File: src/sv/serial_eeprom_loader_protocol_assert.svh
// ----------------------------------------------------------------------------
// Assertion macros for the serial image loader
// Concurrent checks that vanish in synthesis builds.
// ----------------------------------------------------------------------------
`ifndef SERIAL_EEPROM_LOADER_PROTOCOL_ASSERT_SVH
`define SERIAL_EEPROM_LOADER_PROTOCOL_ASSERT_SVH
`ifndef SYNTHESIS
// check that prop holds at every rising clock edge outside reset
`define SEL_ASSERT(lbl, prop, msg) \
	lbl: assert property (@(posedge clk) disable iff (!arst_n) (prop)) else $error(msg);
// check that an implication holds outside reset
`define SEL_ASSERT_IMP(lbl, ante, cons, msg) \
	lbl: assert property (@(posedge clk) disable iff (!arst_n) (ante) |-> (cons)) else $error(msg);
`else
`define SEL_ASSERT(lbl, prop, msg)
`define SEL_ASSERT_IMP(lbl, ante, cons, msg)
`endif
`endif

File: src/sv/sel_pkg.sv
// ----------------------------------------------------------------------------
// sel_pkg
// Shared types, control codes and the banner for the image loader.
// ----------------------------------------------------------------------------
`default_nettype none
package sel_pkg;
	localparam logic [7:0] C_SOH = 8'h01;
	localparam logic [7:0] C_STX = 8'h02;
	localparam logic [7:0] C_ETX = 8'h03;
	localparam logic [7:0] C_EOT = 8'h04;
	localparam logic [7:0] C_ACK = 8'h06;
	localparam logic [7:0] C_NAK = 8'h15;
	localparam logic [7:0] C_SYN = 8'h16;
	localparam logic [7:0] C_ETB = 8'h17;
	localparam logic [7:0] C_US  = 8'h1f;

	localparam logic [16:0] MAX_IMAGE_BYTES = 17'd32768;
	localparam int unsigned MEM_DEPTH = 32768;
	localparam logic [12:0] VEC_PAGE = 13'h1fff;

	localparam logic CFG_WRITE_CMD = 1'b0;
	localparam logic CFG_READ_CMD  = 1'b1;

	localparam logic [2:0] K_LIT    = 3'd0;
	localparam logic [2:0] K_BANNER = 3'd1;
	localparam logic [2:0] K_VEC    = 3'd2;
	localparam logic [2:0] K_WR     = 3'd3;
	localparam logic [2:0] K_RD     = 3'd4;

	localparam logic [4:0] BANNER_LEN = 5'd20;

	typedef struct packed {
		logic [2:0]      kind;
		logic [2:0]      cnt;
		logic [3:0][7:0] lit;
		logic [14:0]     addr;
		logic [7:0]      data;
		logic [31:0]     vec;
		logic            tail;
	} cmd_t;

	function automatic logic [7:0] banner_byte(input logic [4:0] idx);
		logic [7:0] r;
		case (idx)
			5'd0: r = "E";  5'd1: r = "E";  5'd2: r = "P";  5'd3: r = "R";
			5'd4: r = "O";  5'd5: r = "M";  5'd6: r = " ";  5'd7: r = "P";
			5'd8: r = "r";  5'd9: r = "o";  5'd10: r = "g"; 5'd11: r = "r";
			5'd12: r = "a"; 5'd13: r = "m"; 5'd14: r = "m"; 5'd15: r = "e";
			5'd16: r = "r"; 5'd17: r = " "; 5'd18: r = "v"; 5'd19: r = "2";
			default: r = C_SYN;
		endcase
		return r;
	endfunction
endpackage
`default_nettype wire

File: src/sv/sel_queue.sv
// ----------------------------------------------------------------------------
// sel_queue
// Short command queue between the parser and the output sequencer.
// ----------------------------------------------------------------------------
`default_nettype none
`include "serial_eeprom_loader_protocol_assert.svh"
module sel_queue (
	input  wire logic          clk,
	input  wire logic          arst_n,
	input  wire logic          push,
	input  wire sel_pkg::cmd_t push_cmd,
	input  wire logic          pop,
	output logic               full,
	output logic               nonempty,
	output sel_pkg::cmd_t      head
);
	sel_pkg::cmd_t slot_q [4];
	logic [1:0] wp_q, rp_q;
	logic [2:0] count_q;

	assign full     = (count_q == 3'd4);
	assign nonempty = (count_q != 3'd0);
	assign head     = slot_q[rp_q];

	always_ff @(posedge clk) begin
		if (push) begin
			slot_q[wp_q] <= push_cmd;
		end
	end

	always_ff @(posedge clk or negedge arst_n) begin
		if (!arst_n) begin
			wp_q    <= '0;
			rp_q    <= '0;
			count_q <= '0;
		end else begin
			if (push) begin
				wp_q <= wp_q + 2'd1;
			end
			if (pop) begin
				rp_q <= rp_q + 2'd1;
			end
			count_q <= count_q + {2'b00, push} - {2'b00, pop};
		end
	end

	`SEL_ASSERT(a_count_bound, count_q <= 3'd4, "queue count beyond depth")
	`SEL_ASSERT_IMP(a_no_underflow, pop, count_q != 3'd0, "pop from empty queue")
	`SEL_ASSERT_IMP(a_no_overflow, push && !pop, !full, "push into full queue")
endmodule
`default_nettype wire

File: config.mk
export PLATFORM = sky130hd
export DESIGN_NAME = sel_queue
export DESIGN_NICKNAME = d
export VERILOG_FILES = /design/src/sv/sel_pkg.sv /design/src/sv/sel_queue.sv
export VERILOG_INCLUDE_DIRS = /design/src /design/src/sv
export SDC_FILE = /design/constraint.sdc
export NUM_CORES = 1
export LEC_CHECK = 0
export ABC_AREA = 0
export BUFFER_PORTS_ARGS = -buffer_cell sky130_fd_sc_hd__buf_2
export CAP_MARGIN = 10
export CORE_MARGIN = 2
export CORE_UTILIZATION = 40
export CTS_CLUSTER_DIAMETER = 200
export CTS_CLUSTER_SIZE = 24
export DETAILED_ROUTE_END_ITERATION = 10
export GPL_ROUTABILITY_DRIVEN = 0
export HOLD_SLACK_MARGIN = 0.08
export SETUP_SLACK_MARGIN = 0.05
export SLEW_MARGIN = 10
export SYNTH_ARGS = -nofsm -noshare
export SYNTH_HDL_FRONTEND = slang
export SYNTH_SLANG_ARGS = --single-unit
File: constraint.sdc
create_clock -name clk -period 8.35 [get_ports clk]
set_input_delay 1.67 -clock clk [delete_from_list [all_inputs] [get_ports clk]]
set_output_delay 1.67 -clock clk [all_outputs]
set_load 0.005 [all_outputs]
==> results of run 1 <==
==> routing by layer <==
layer | vias to the layer above | part of all wire, % | wire (um) | global-route usage, %
met4 | 4 | 0.96 | 250 | 2.50
li1 | 2641 | - | - | -
met2 | 155 | 52 | 13500 | 25.4
met1 | 3215 | 40 | 10500 | 18.0
met5 | - | 0.081 | 21 | 0
met3 | 23 | 6.6 | 1710 | 3.25
==> through the flow <==
stage	utilization [%]	std cells	hold slack, ps	setup WS, ps
after global placement	44.7	1159	510	4340
after CTS	46.2	1192	548	3750
after floorplan	-	526	491	4040
after global routing	46.2	1192	566	3640
after detailed placement	44.7	1159	529	4320
final	46.2	1193	547	3920
==> worst paths after layout <==
| kind | slack [ps] | endpoint | depth (start not counted) | startpoint |
|---|---|---|---|---|
| hold reg to reg | 550 | wp_q[0]$_DFFE_PN0P_ | 1 | wp_q[0]$_DFFE_PN0P_ |
| setup reg to reg | 5870 | slot_q[1][90]$_DFFE_PP_ | 4 | wp_q[1]$_DFFE_PN0P_ |
| hold / removal | 550 | wp_q[0]$_DFFE_PN0P_ | 1 | wp_q[0]$_DFFE_PN0P_ |
| setup / recovery | 3920 | head[24] | 3 | rp_q[0]$_DFFE_PN0P_ |
| max in group asynchronous | 7190 | rp_q[1]$_DFFE_PN0P_ | 1 | arst_n |
| min in group asynchronous | 970 | rp_q[0]$_DFFE_PN0P_ | 1 | arst_n |
==> kinds of logic (layout without fill, tap and decap cells) <==
family	Yosys count	in the layout	synth area share (%)
fa+ha+maj	7	7	0.680
compound gates	1	1	0.0357
xor+xnor	5	5	0.313
simple gates	8	8	0.322
other cells	0	1	0
flops	383	383	82.0
buf+inv	28	239	1.56
mux	94	94	15.1
==> sequential cells by signal, summed over array words and instances, names as in the netlist <==
register,flops
wp_q,2
count_q,3
rp_q,2
slot_q,376
==> Yosys cell counts (all sizes together) <==
| cell | n | area share [%] |
|---|---|---|
| ha | 6 | 0.54 |
| and3 | 1 | 0.045 |
| inv | 6 | 0.16 |
| mux4 | 94 | 15 |
| o21ai | 1 | 0.036 |
| dfrtp | 7 | 1.3 |
| and2 | 4 | 0.18 |
| xor2 | 2 | 0.13 |
| xnor2 | 3 | 0.19 |
| edfxtp | 376 | 81 |
| or3 | 1 | 0.045 |
| buf | 19 | 1.3 |
| fa | 1 | 0.14 |
| clkbuf | 3 | 0.080 |
| nand2 | 2 | 0.054 |
==> power groups by stage <==
stage / Clock [uW] / Combinational (uW) / Sequential, uW
3_5_place_dp: 0 / 1490 / 2720
2_1_floorplan: 0 / 1020 / 2630
4_1_cts: 1020 / 1500 / 2680
5_1_grt: 1080 / 1580 / 2710
3_3_place_gp: 0 / 1480 / 2700
6_report: 971 / 1440 / 2670
==> area by class of cell <==
class | instances | area (um^2)
diodes | 1 | 2.50
flip-flops and latches | 383 | 11500
inverters | 6 | 22.5
multi-input cells | 115 | 2320
clock buffers | 33 | 528
repair buffers | 200 | 1020
fillers | 2854 | 18500
well taps | 455 | 569
==> results.cfg, run 1 <==
[clock_network]
number_of_buffers_inserted_to_repair_setup_after_cts = 0
worstSkewPairLatency_ps = 510
htreeDepth = 1
number_of_buffers_created_by_cts = 19
clk_pin_slew_ps = 90
holdBufCountCts = 0
cts_buffer_depth = 3
tritoncts = done
cts-root-buf = clkbuf_16
tritoncts_num_sinks = 383
post_cts_resized = 0

[die]
floorplan.die.height_um = 191
starting_utilization_of_the_core_area_pct = 40.6
dieArea_um2 = 36500
core_region_area_um2 = 34500
floorplan_row_count = 68
num_io_pins = 194
fp.dieW_um = 191

[sta]
min_period_over_period_pct = 53.0
worst_pin_slew_ps = 842
setup-violations-final = 0
hold_viol = 0
period_minus_slack_ps = 4430
final_max_slew_viol_count = 0
fmax_mhz = 226
rsz_0062_raised_after_global_routing = false
finClkSkew_ps = 7.90
relSlewSlack_pct = 43.9
fin_setup_tns_ps = 0

[critical_path]
timing.critical_path.max_delay_family = buffers and inverters
crit_fanout = 36
worst_path_max_delay_cell = dfrtp_4
timing.critical_path.required_ps = 6680
crit_path_end_kind = output pin
timing.critical_path.arrival_ps = 2760
crit_path_cell_trace = buf_4 -> mux4_2 -> buf_2
critical_path_class = reg2out
start_kind = flop
cp_slowest_stage_delay_ps = 760
cp_num_buf_inv = 2

[yosys]
synthesis.area_um2 = 14000
syn-mean-instance-area_um2 = 26.6
ys_types = 19
synth-seq-area-share_pct = 82.0
yosys_warnings = 0
post_syn_nets = 631
ys_seq_elements = 383
syn_inst = 526

[placement]
io_buffer_count = 193
placement.cell_area_um2 = 15400
place_hpwl_mm = 15.8

[global_routing]
grt_antenna_before_repair = 3
first_pass_grt_wire_length_mm = 39.3
grt_overflow_total = 0
global_route.usage.total_pct = 14.2
grt_start_max_net_pins = 56
first_global_vias = 6683

[final_layout]
final_common_cell = edfxtp_1
layout.cells.most_common_list = edfxtp_1, buf_2, mux4_2
syn_to_final_growth_pct = 13.9
drive_gt1_share_pct = 43.3
finish.instance_area_um2 = 15900
final_nets = 830

[drt]
routed_wire_length_mm = 26.0
drtAntennaViolNets = 0
post_drt_via_cell_ratio = 5.06
drtIter0Drc = 288
first_pass_drt_iterations = 4
dr_total_vias = 6038
detail_route.wl_per_cell_um = 21.8
route.detailed.drc = 0

[power]
power.leakage_uw = 0.00531
power.clock.fraction_pct = 19.1
overall_power_uw = 5080
p_seq_share_pct = 52.6
p_switching_uw = 1400
share_comb_of_total_power_pct = 28.3
peakVddDrop_v = 0.000178
power.share.switching_pct = 27.7
internal_power_uw = 3670
power.density_nw_per_um2 = 319

[outcome]
outcome = complete, no violations

[min_path]
worstHoldPathType = reg2reg

[run]
max_cap_violations = 0
Note: power is estimated with default switching activity, not from simulation.
==> run 2, diff against run 1 <==
--- a/config.mk
+++ b/config.mk
@@ -6,7 +6,7 @@
 export SDC_FILE = /design/constraint.sdc
 export NUM_CORES = 1
 export LEC_CHECK = 0
-export ABC_AREA = 0
+export ABC_AREA = 1
 export BUFFER_PORTS_ARGS = -buffer_cell sky130_fd_sc_hd__buf_2
 export CAP_MARGIN = 10
 export CORE_MARGIN = 2
==> constraint.sdc (replaced) <==
create_clock -name clk -period 4.23 [get_ports clk]
set_input_delay 0.846 -clock clk [delete_from_list [all_inputs] [get_ports clk]]
set_output_delay 0.846 -clock clk [all_outputs]
set_load 0.005 [all_outputs]
==> run 2 against run 1 <==
Effect of this change: wire length grew 32%; largest cell class unchanged; sequential power grew 93%; die area grew 15%; global-route usage grew 2.1 points; critical path depth grew 2; clock power grew 100%; register-to-register slack lost 3700 ps.
==> results.cfg, run 2 <==
[outcome]
outcome = complete, no violations

[yosys]
synth-seq-area-share_pct = 70.8
yosys.area_share.simple_pct = 17.1
ys_seq_elements = 383
yosys_warnings = 0
synth-main-ff-cell = edfxtp_1
ys_types = 16
synth_compound_area_share_pct = 0.0309
netlist.top_cell.by_area = edfxtp_1
syn_inst = 1519
synth-edff-count = 376
synthXorXnorAreaFrac_pct = 0.162
main_area_contributors_after_synthesis = edfxtp_1, nand2_1, inv_1, nand3_1, buf_2
main_combinational_cell_family_by_area_after_synthesis = simple AND/OR/NAND/NOR gates
synth_top_area_share_pct = 69.7
post_syn_nets = 1624
adder_and_majority_gate_portion_of_the_synthesized_area_pct = 0.587
synth.most_common_cell = nand2_1
synth-async-reset-ratio_pct = 1.83
synthesis.area_um2 = 16200
synth_common_cells = nand2_1, inv_1, edfxtp_1, nand3_1, buf_2
yosys-mux-area-fraction_pct = 0
syn-mean-instance-area_um2 = 10.7

[sta]
setup_slack_ps = 843
min_period_over_period_pct = 80.1
finClkSkew_ps = 13.2
final_max_slew_viol_count = 0
worst_pin_slew_ps = 995
relSlewSlack_pct = 33.7
setup-violations-final = 0
fmax_mhz = 295
rsz_0062_raised_after_global_routing = false
fin_setup_tns_ps = 0
period_minus_slack_ps = 3390
hold_viol = 0

[die]
fp.dieW_um = 205
floorplan.die.height_um = 205
num_io_pins = 194
core_region_area_um2 = 39800
starting_utilization_of_the_core_area_pct = 40.7
floorplan_row_count = 73
dieArea_um2 = 42100

[critical_path]
crit_fanout = 44
timing.critical_path.arrival_ps = 2540
start_kind = flop
timing.critical_path.required_ps = 3380
crit_path_end_kind = output pin
critical_path_class = reg2out

[placement]
place_hpwl_mm = 19.4
io_buffer_count = 193
place_ws_ps = 1360
placement.cell_area_um2 = 17600

[power]
peakVddDrop_v = 0.000406
power.leakage_uw = 0.00842
power.density_nw_per_um2 = 623

[final_layout]
reg_top3 = slot_q: 376 flops, count_q: 3 flops
drive_gt1_share_pct = 13.9
max_ffs_per_register = 376
finish.instance_area_um2 = 18200
final_nets = 1792
syn_to_final_growth_pct = 12.3
largest-register = slot_q
layout.cells.most_common_list = nand2_1, inv_1, edfxtp_1
final_common_cell = nand2_1

[clock_network]
cts-root-buf = clkbuf_16
number_of_buffers_inserted_to_repair_setup_after_cts = 0
cts_buffer_depth = 3
holdBufCountCts = 0
tritoncts = done
htreeDepth = 1
tritoncts_num_sinks = 383
worstSkewPairLatency_ps = 530
clk_pin_slew_ps = 90
number_of_buffers_created_by_cts = 19
post_cts_resized = 0

[global_routing]
grt_antenna_before_repair = 4
grt_start_max_net_pins = 191
grt_overflow_total = 0
first_pass_grt_wire_length_mm = 53.6
first_global_vias = 9884
global_route.usage.total_pct = 16.3

[drt]
drtAntennaViolNets = 0
post_drt_via_cell_ratio = 4.50
routed_wire_length_mm = 34.3
drtIter0Drc = 590
first_pass_drt_iterations = 5
route.detailed.drc = 0
detail_route.wl_per_cell_um = 15.4
dr_total_vias = 10000

[min_path]
worstHoldPathType = in2async

[run]
max_cap_violations = 0
run 2: worst paths after layout:
check                      slack [ps]                       to  cells past startpoint            startpoint
hold / removal                    150     count_q[0]$_DFF_PN0_                      1                arst_n
setup reg to reg                 2130  slot_q[2][69]$_DFFE_PP_                      5   wp_q[0]$_DFFE_PN0P_
setup / recovery                  840                 head[56]                      5   rp_q[1]$_DFFE_PN0P_
hold reg to reg                   530     count_q[2]$_DFF_PN0_                      2  count_q[1]$_DFF_PN0_
max in group asynchronous        3890      rp_q[1]$_DFFE_PN0P_                      1                arst_n
min in group clk                  520  slot_q[2][83]$_DFFE_PP_                      1          push_cmd[83]
run 2: power breakdown:
group / total, uW / switching, uW / internal [uW]
logic: 4180 / 2800 / 1380
clock network: 1990 / 1130 / 859
registers: 5160 / 201 / 4960
run 2: critical path, cell delays in order, from the launching register on:
cell,delay (ps)
dfrtp_4,650
inv_4,560
buf_4,430
nand3_1,120
nand2_1,110
buf_2,130
run 2: per-layer routing:
| layer | global-route usage (%) | wire length (um) |
|---|---|---|
| met1 | 21.7 | 15300 |
| met2 | 28.4 | 16600 |
| met3 | 2.64 | 1830 |
| met4 | 3.31 | 575 |
| met5 | 0 | 27 |
run 2: area by class of cell:
cell class / count / area, um^2
flip-flops and latches: 383 / 11500
multi-input cells: 683 / 2890
repair buffers: 210 / 1140
inverters: 390 / 1480
well taps: 525 / 657
clock buffers: 33 / 528
fillers: 3778 / 21600
diodes: 2 / 5.00
run 2: cell families after synthesis:
logic type	after synthesis
and+or+nand+nor	672
adders and majority gates	7
buffers and inverters	453
AOI/OAI and AO/OA	1
xor gates and xnor gates	3
DFF	383
run 2: per-stage QoR:
stage / hold slack (ps) / power [uW] / utilization, % / std cells
final: 148 / 11300 / 45.6 / 2226
after detailed placement: 490 / 9560 / 44.3 / 2191
after global routing: 126 / 12200 / 45.6 / 2225
after CTS: 122 / 11500 / 45.6 / 2224
after floorplan: 463 / 7890 / - / 1519
after global placement: 505 / 9490 / 44.3 / 2191
