## src/sv/serial_eeprom_loader_protocol_assert.svh

```systemverilog
// ----------------------------------------------------------------------------
// Assertion macros for the serial image loader
// Concurrent checks that vanish in synthesis builds.
// ----------------------------------------------------------------------------
`ifndef SERIAL_EEPROM_LOADER_PROTOCOL_ASSERT_SVH
`define SERIAL_EEPROM_LOADER_PROTOCOL_ASSERT_SVH
`ifndef SYNTHESIS
// check that prop holds at every rising clock edge outside reset
`define SEL_ASSERT(lbl, prop, msg) \
	lbl: assert property (@(posedge clk) disable iff (!arst_n) (prop)) else $error(msg);
// check that an implication holds outside reset
`define SEL_ASSERT_IMP(lbl, ante, cons, msg) \
	lbl: assert property (@(posedge clk) disable iff (!arst_n) (ante) |-> (cons)) else $error(msg);
`else
`define SEL_ASSERT(lbl, prop, msg)
`define SEL_ASSERT_IMP(lbl, ante, cons, msg)
`endif
`endif

```

## src/sv/sel_pkg.sv

```systemverilog
// ----------------------------------------------------------------------------
// sel_pkg
// Shared types, control codes and the banner for the image loader.
// ----------------------------------------------------------------------------
`default_nettype none
package sel_pkg;
	localparam logic [7:0] C_SOH = 8'h01;
	localparam logic [7:0] C_STX = 8'h02;
	localparam logic [7:0] C_ETX = 8'h03;
	localparam logic [7:0] C_EOT = 8'h04;
	localparam logic [7:0] C_ACK = 8'h06;
	localparam logic [7:0] C_NAK = 8'h15;
	localparam logic [7:0] C_SYN = 8'h16;
	localparam logic [7:0] C_ETB = 8'h17;
	localparam logic [7:0] C_US  = 8'h1f;

	localparam logic [16:0] MAX_IMAGE_BYTES = 17'd32768;
	localparam int unsigned MEM_DEPTH = 32768;
	localparam logic [12:0] VEC_PAGE = 13'h1fff;

	localparam logic CFG_WRITE_CMD = 1'b0;
	localparam logic CFG_READ_CMD  = 1'b1;

	localparam logic [2:0] K_LIT    = 3'd0;
	localparam logic [2:0] K_BANNER = 3'd1;
	localparam logic [2:0] K_VEC    = 3'd2;
	localparam logic [2:0] K_WR     = 3'd3;
	localparam logic [2:0] K_RD     = 3'd4;

	localparam logic [4:0] BANNER_LEN = 5'd20;

	typedef struct packed {
		logic [2:0]      kind;
		logic [2:0]      cnt;
		logic [3:0][7:0] lit;
		logic [14:0]     addr;
		logic [7:0]      data;
		logic [31:0]     vec;
		logic            tail;
	} cmd_t;

	function automatic logic [7:0] banner_byte(input logic [4:0] idx);
		logic [7:0] r;
		case (idx)
			5'd0: r = "E";  5'd1: r = "E";  5'd2: r = "P";  5'd3: r = "R";
			5'd4: r = "O";  5'd5: r = "M";  5'd6: r = " ";  5'd7: r = "P";
			5'd8: r = "r";  5'd9: r = "o";  5'd10: r = "g"; 5'd11: r = "r";
			5'd12: r = "a"; 5'd13: r = "m"; 5'd14: r = "m"; 5'd15: r = "e";
			5'd16: r = "r"; 5'd17: r = " "; 5'd18: r = "v"; 5'd19: r = "2";
			default: r = C_SYN;
		endcase
		return r;
	endfunction
endpackage
`default_nettype wire

```

## src/sv/sel_front.sv

```systemverilog
// ----------------------------------------------------------------------------
// sel_front
// Protocol parser: tracks the session phase and turns each item that produces output into a command.
// ----------------------------------------------------------------------------
`default_nettype none
module sel_front (
	input  wire logic              clk,
	input  wire logic              arst_n,
	input  wire logic              acc_go,
	input  wire logic              op,
	input  wire logic [7:0]        rx_byte,
	input  wire logic              cfg_we,
	input  wire logic              cfg_idx,
	input  wire logic [7:0]        cfg_wdata,
	output logic                   enq,
	output sel_pkg::cmd_t          cmd
);
	localparam logic [3:0] PH_WAIT_SYN = 4'd0;
	localparam logic [3:0] PH_WAIT_SOH = 4'd1;
	localparam logic [3:0] PH_GET_CMD  = 4'd2;
	localparam logic [3:0] PH_F_START  = 4'd3;
	localparam logic [3:0] PH_F_LEN    = 4'd4;
	localparam logic [3:0] PH_F_RESET  = 4'd5;
	localparam logic [3:0] PH_F_IRQ    = 4'd6;
	localparam logic [3:0] PH_WAIT_STX = 4'd7;
	localparam logic [3:0] PH_WR_DATA  = 4'd8;
	localparam logic [3:0] PH_WAIT_ETX = 4'd9;
	localparam logic [3:0] PH_RD_DATA  = 4'd10;

	logic [3:0]  phase_q, phase_d;
	logic [7:0]  wcode_q, rcode_q, cmdb_q, cmdb_d;
	logic [15:0] acc_q, acc_d, start_q, start_d, count_q, count_d;
	logic [15:0] rvec_q, rvec_d, cursor_q, cursor_d, cursor_inc;
	logic [16:0] end_addr;
	logic        hex_ok;
	logic [3:0]  hex_v;
	logic [7:0]  lc;
	logic [15:0] hex_acc, dec_acc;

	assign end_addr   = {1'b0, start_q} + {1'b0, count_q};
	assign cursor_inc = cursor_q + 16'd1;
	assign lc         = rx_byte | 8'h20;
	assign hex_acc    = {acc_q[11:0], hex_v};
	assign dec_acc    = {acc_q[12:0], 3'b000} + {acc_q[14:0], 1'b0} + {8'h00, rx_byte} - 16'h0030;

	always_comb begin
		hex_ok = 1'b1;
		hex_v  = 4'd0;
		if (rx_byte >= "0" && rx_byte <= "9") begin
			hex_v = rx_byte[3:0];
		end else if (lc >= "a" && lc <= "f") begin
			hex_v = 4'(lc - "a" + 8'd10);
		end else begin
			hex_ok = 1'b0;
		end
	end

	always_comb begin
		phase_d  = phase_q;
		cmdb_d   = cmdb_q;
		acc_d    = acc_q;
		start_d  = start_q;
		count_d  = count_q;
		rvec_d   = rvec_q;
		cursor_d = cursor_q;
		enq      = 1'b0;
		cmd      = '0;
		cmd.kind = sel_pkg::K_LIT;
		if (op) begin
			if (phase_q == PH_RD_DATA) begin
				enq      = acc_go;
				cmd.kind = sel_pkg::K_RD;
				cmd.addr = cursor_q[14:0];
				cmd.tail = ({1'b0, cursor_inc} == end_addr);
				cursor_d = cursor_inc;
				if (cmd.tail) begin
					phase_d = PH_WAIT_SYN;
				end
			end
		end else begin
			unique case (phase_q)
				PH_WAIT_SYN: begin
					if (rx_byte == sel_pkg::C_SYN) begin
						enq      = acc_go;
						cmd.kind = sel_pkg::K_BANNER;
						phase_d  = PH_WAIT_SOH;
					end
				end
				PH_WAIT_SOH: begin
					if (rx_byte == sel_pkg::C_SOH) begin
						phase_d = PH_GET_CMD;
					end
				end
				PH_GET_CMD: begin
					cmdb_d  = rx_byte;
					acc_d   = '0;
					phase_d = PH_F_START;
				end
				PH_F_START: begin
					if (rx_byte == sel_pkg::C_US) begin
						start_d = acc_q;
						acc_d   = '0;
						phase_d = PH_F_LEN;
					end else if (hex_ok) begin
						acc_d = hex_acc;
					end
				end
				PH_F_LEN: begin
					if (rx_byte == sel_pkg::C_US) begin
						count_d = acc_q;
						acc_d   = '0;
						phase_d = PH_F_RESET;
					end else begin
						acc_d = dec_acc;
					end
				end
				PH_F_RESET: begin
					if (rx_byte == sel_pkg::C_US) begin
						rvec_d  = acc_q;
						acc_d   = '0;
						phase_d = PH_F_IRQ;
					end else if (hex_ok) begin
						acc_d = hex_acc;
					end
				end
				PH_F_IRQ: begin
					if (rx_byte == sel_pkg::C_ETB) begin
						acc_d = '0;
						enq   = acc_go;
						if (end_addr > sel_pkg::MAX_IMAGE_BYTES) begin
							cmd.cnt    = 3'd2;
							cmd.lit[0] = sel_pkg::C_NAK;
							cmd.lit[1] = sel_pkg::C_EOT;
							phase_d    = PH_WAIT_SYN;
						end else begin
							cursor_d = start_q;
							if (cmdb_q == wcode_q) begin
								cmd.kind = sel_pkg::K_VEC;
								cmd.vec  = {acc_q, rvec_q};
								phase_d  = PH_WAIT_STX;
							end else if (cmdb_q == rcode_q) begin
								cmd.lit[0] = sel_pkg::C_ACK;
								cmd.lit[1] = sel_pkg::C_STX;
								if (count_q == 16'd0) begin
									cmd.cnt    = 3'd4;
									cmd.lit[2] = sel_pkg::C_ETX;
									cmd.lit[3] = sel_pkg::C_EOT;
									phase_d    = PH_WAIT_SYN;
								end else begin
									cmd.cnt = 3'd2;
									phase_d = PH_RD_DATA;
								end
							end else begin
								cmd.cnt    = 3'd2;
								cmd.lit[0] = sel_pkg::C_ACK;
								cmd.lit[1] = sel_pkg::C_EOT;
								phase_d    = PH_WAIT_SYN;
							end
						end
					end else if (hex_ok) begin
						acc_d = hex_acc;
					end
				end
				PH_WAIT_STX: begin
					if (rx_byte == sel_pkg::C_STX) begin
						phase_d = ({1'b0, cursor_q} == end_addr) ? PH_WAIT_ETX : PH_WR_DATA;
					end
				end
				PH_WR_DATA: begin
					enq      = acc_go;
					cmd.kind = sel_pkg::K_WR;
					cmd.addr = cursor_q[14:0];
					cmd.data = rx_byte;
					cursor_d = cursor_inc;
					if ({1'b0, cursor_inc} == end_addr) begin
						phase_d = PH_WAIT_ETX;
					end
				end
				PH_WAIT_ETX: begin
					if (rx_byte == sel_pkg::C_ETX) begin
						enq        = acc_go;
						cmd.cnt    = 3'd1;
						cmd.lit[0] = sel_pkg::C_EOT;
						phase_d    = PH_WAIT_SYN;
					end
				end
				PH_RD_DATA: begin
				end
				default: begin
					phase_d = PH_WAIT_SYN;
				end
			endcase
		end
	end

	always_ff @(posedge clk or negedge arst_n) begin
		if (!arst_n) begin
			phase_q  <= PH_WAIT_SYN;
			cmdb_q   <= '0;
			acc_q    <= '0;
			start_q  <= '0;
			count_q  <= '0;
			rvec_q   <= '0;
			cursor_q <= '0;
			wcode_q  <= 8'd1;
			rcode_q  <= 8'd2;
		end else begin
			if (acc_go) begin
				phase_q  <= phase_d;
				cmdb_q   <= cmdb_d;
				acc_q    <= acc_d;
				start_q  <= start_d;
				count_q  <= count_d;
				rvec_q   <= rvec_d;
				cursor_q <= cursor_d;
			end
			if (cfg_we && cfg_idx == sel_pkg::CFG_WRITE_CMD) begin
				wcode_q <= cfg_wdata;
			end
			if (cfg_we && cfg_idx == sel_pkg::CFG_READ_CMD) begin
				rcode_q <= cfg_wdata;
			end
		end
	end
endmodule
`default_nettype wire

```

## config.mk

```make
export PLATFORM = sky130hd
export DESIGN_NAME = sel_front
export DESIGN_NICKNAME = d
export VERILOG_FILES = /design/src/sv/serial_eeprom_loader_protocol_assert.svh /design/src/sv/sel_pkg.sv /design/src/sv/sel_front.sv
export SDC_FILE = /design/constraint.sdc
export NUM_CORES = 1
export LEC_CHECK = 0
export BUFFER_PORTS_ARGS = -buffer_cell sky130_fd_sc_hd__buf_2
export CAP_MARGIN = 10
export CORE_MARGIN = 2
export CORE_UTILIZATION = 60
export DETAILED_ROUTE_END_ITERATION = 16
export GPL_TIMING_DRIVEN = 0
export PLACE_DENSITY = 0.84
export SYNTH_ARGS = -nofsm -noshare
export SYNTH_HDL_FRONTEND = slang
export SYNTH_SLANG_ARGS = --single-unit
```

## constraint.sdc

```tcl
create_clock -name clk -period 6.4 [get_ports clk]
set_input_delay 1.28 -clock clk [delete_from_list [all_inputs] [get_ports clk]]
set_output_delay 1.28 -clock clk [all_outputs]
set_load 0.05 [all_outputs]
```

==> results.ini <==
[flow_run]
max_cap_viol_count = 0

[timing]
final_max_slew_viol_count = 0
finalWorstPathRequiredPeriod_ps = 6000
tightestPinTransition_ps = 919
setup_clock_skew_after_layout_ps = 7.23
whs_ps = 478
rsz_0062_raised_after_global_routing = false
timing.final.crit_share = 0.938
timing.max_slew.rel_slack = 0.377
fmax_mhz = 167
setup_tns_ps = 0
finalHoldViolCount = 0
setup_viol = 0

[setup_path]
worstRegToRegCells = 14
timing.setup.critical_path_class = register to output port
crit-reg2reg-launch = start_q[0]$_DFFE_PN0P_
critical_path_buf_inv_count = 3
required_ps = 5120
kind_of_start_point_of_the_critical_path = register
timing.critical_path.arrival_ps = 4720
critical-path-max-stage-delay_ps = 520
cells_along_the_critical_path = ha_1 -> inv_1 -> fa_1 -> nand2b_1 -> a21oi_1 -> o211ai_1 -> a2111oi_0 -> o2111ai_1 -> o31ai_4 -> nand3_2 -> nor2_4 -> clkbuf_1 -> and2_1 -> buf_2
critical_path.slowest_cell = a2111oi_0
path_max_fanout = 10
cp_top_family = compound AO/OA/AOI/OAI gates
setup.reg_to_reg.worst_slack_ps = 2180
worstSetupEndpointType = output port
reg2reg_to = cursor_q[0]$_DFFE_PN0P_

[synth]
synth_enable_flop_cells = 0
syn_avg_cell_area_sq_um = 8.56
synth_top_area_frac = 0.310
dominant_cells_by_area_after_synthesis = dfrtp_1 (31%), ha_1 (8.0%), mux2_2 (5.4%)
flip_flop_cell_with_the_highest_count_after_synthesis = dfrtp_1
synth_largest_area_cell = dfrtp_1
ys_warn_count = 0
synth.lib_cells_used.distinct = 75
netlist_area_sq_mm = 0.00857
async_flop_share = 1.00
synth-seq-cells = 108
postSynthCellCount = 1001
synth-seq-area-share = 0.316

[die]
rows = 43
floorplan.die_area_sq_mm = 0.0152
die-height_microns = 123
ioPinCount = 117
effective_utilization_at_floorplan = 0.615
die_w_microns = 123
design.core.area_sq_mm = 0.0139

[clock_tree]
tritoncts_clock_tree = yes
ctsHtreeMaxLevel = 3
cts_clk_pin_slew_worst_paths_ps = 70
clockRootBuffer = clkbuf_16
numClockSinks = 108
ctsLongestPathBuffers = 2
clk-insertion-delay-late_ps = 360
cts_inserted_buffers = 9
holdBufCountCts = 0

[drt]
drc_violation_count_after_routing = 0
detailroute.via_count = 7961
final_antenna_net_count = 0
avgViaCountPerCell = 6.06
route.detailed.wl_per_inst_microns = 18.2
drt_wl_total_mm = 23.9
drt_iter0_markers = 699
detail_route.first_pass.iterations = 7

[power]
static-leakage-power_nw = 4.62
pwr_per_cell_area_mw_per_mm2 = 245
totalPowerFinal_mw = 2.38
max-vdd-ir-drop_v = 0.000217

[placement]
portBuffers = 93
globalplace.congestion = 0.983
hpwlAfterDp_mm = 18.4

[global_route]
grt.total_usage = 0.326
grt_overflow = 0
first_global_vias = 7453
grt_antenna_before_repair = 0
grt_first_pass_wirelength_mm = 38.2
largest_net_degree_at_the_start_of_global_routing = 64

[min_path]
whs_endpoint = rvec_q[11]$_DFFE_PN0P_
holdCritPathClass = register to register
hold_path_start = rvec_q[11]$_DFFE_PN0P_
worstHoldPathCells = 2

[layout]
final_net_count = 1213
post_route_cells_drive_above_1_share = 0.181
final_util = 0.696
area_growth_pct = 13.2
n_antenna_cell = 0

[run_status]
run_status = completed

[per-layer routing]
layer,vias to the layer above,wire [microns],GRT usage
met4,0,797,0.126
met2,342,11400,0.526
met1,3813,9850,0.431
met3,57,1760,0.0692
met5,-,0,0
li1,3749,-,-
[worst register-to-register path, stage by stage (launching register included)]
cell	delay (ps)
dfrtp_1	440
ha_1	220
inv_1	60
fa_1	420
nand2b_1	190
a21oi_1	330
o211ai_1	150
a2111oi_0	530
o2111ai_1	260
o31ai_4	360
nand2_2	180
a221oi_2	330
buf_4	230
nand2_1	70
a221o_1	330
[cell usage in the layout (no fill, tap or decap), drive strengths merged, types with 10 or more instances in the layout]
master | synthesis | layout
buf | 33 | 128
dfrtp | 106 | 106
nand2 | 85 | 85
o21ai | 82 | 82
a21oi | 68 | 68
inv | 64 | 67
nor2 | 64 | 64
ha | 55 | 55
clkbuf | 34 | 45
nor3 | 42 | 42
mux2 | 41 | 41
nand3 | 40 | 40
xnor2 | 35 | 35
xor2 | 28 | 28
and2 | 26 | 26
conb | 1 | 23
nor2b | 22 | 22
and3 | 13 | 13
nor4 | 11 | 11
o21a | 10 | 10
[logic make-up (layout without fill, tap and decap cells)]
kind of cell / Yosys count / in the layout / share of synthesized area
XOR/XNOR: 68 / 68 / 0.0776
other: 1 / 23 / 0.000438
flip-flops: 108 / 108 / 0.316
buffers and inverters: 131 / 242 / 0.0704
AO/OA/AOI/OAI: 235 / 235 / 0.174
adder cells (fa/ha/maj): 62 / 62 / 0.0967
AND/OR/NAND/NOR: 352 / 352 / 0.207
multiplexers: 44 / 44 / 0.0574
[worst max-delay path by stage]
stage	startpoint	to	cells past startpoint
6_report	start_q[0]$_DFFE_PN0P_	cmd[15]	14
3_3_place_gp	start_q[0]$_DFFE_PN0P_	cmd[10]	14
5_1_grt	start_q[0]$_DFFE_PN0P_	cmd[10]	14
4_1_cts	start_q[0]$_DFFE_PN0P_	cmd[15]	14
3_5_place_dp	start_q[0]$_DFFE_PN0P_	cmd[15]	14
2_1_floorplan	start_q[0]$_DFFE_PN0P_	cmd[0]	12
[where the power goes]
| part | switching (mW) | internal (mW) |
|---|---|---|
| logic | 0.529 | 0.381 |
| clock network | 0.278 | 0.321 |
| registers | 0.110 | 0.763 |
| total | 0.916 | 1.46 |
[cells in the mapped netlist (all sizes together), types with 6 or more instances]
cell	n
dfrtp	106
nand2	85
o21ai	82
a21oi	68
inv	64
nor2	64
ha	55
nor3	42
mux2	41
nand3	40
xnor2	35
clkbuf	34
buf	33
xor2	28
and2	26
nor2b	22
and3	13
nor4	11
o21a	10
or2	9
nand4	8
a31oi	7
fa	7
o211ai	7
a21o	6
a221oi	6
nand2b	6
nor3b	6
o22ai	6
[repair_timing]
action | 4_1_cts | 5_1_grt
hold endpoints to repair | 0 | 0
gates resized for setup | 0 | 2
setup endpoints to repair | 0 | 10
buffers inserted | 0 | 0
[area by class of cell]
type,count,area (sq um)
flip-flops and latches,108,2710
inverters,64,240
fillers,1144,4240
multi-input cells,784,5350
clock inverters,5,66.3
well taps,180,225
repair buffers,95,503
clock buffers,11,243
plain buffers,67,363
[per-stage QoR]
stage | cell area (sq um) | worst slack [ps] | std cells
after floorplan | 8650 | 943 | 1023
after global placement | 9340 | 621 | 1296
after detailed placement | 9380 | 551 | 1298
after CTS | 9690 | 132 | 1314
after global routing | 9700 | 137 | 1314
final | 9700 | 397 | 1314
[flip-flops by register name, indices dropped and copies added (netlist names)]
| register | cells |
|---|---|
| acc_q | 16 |
| count_q | 16 |
| cursor_q | 16 |
| rvec_q | 16 |
| start_q | 16 |
| cmdb_q | 8 |
| rcode_q | 8 |
| wcode_q | 8 |
| phase_q | 4 |
Power figures use the tool's default switching activity.
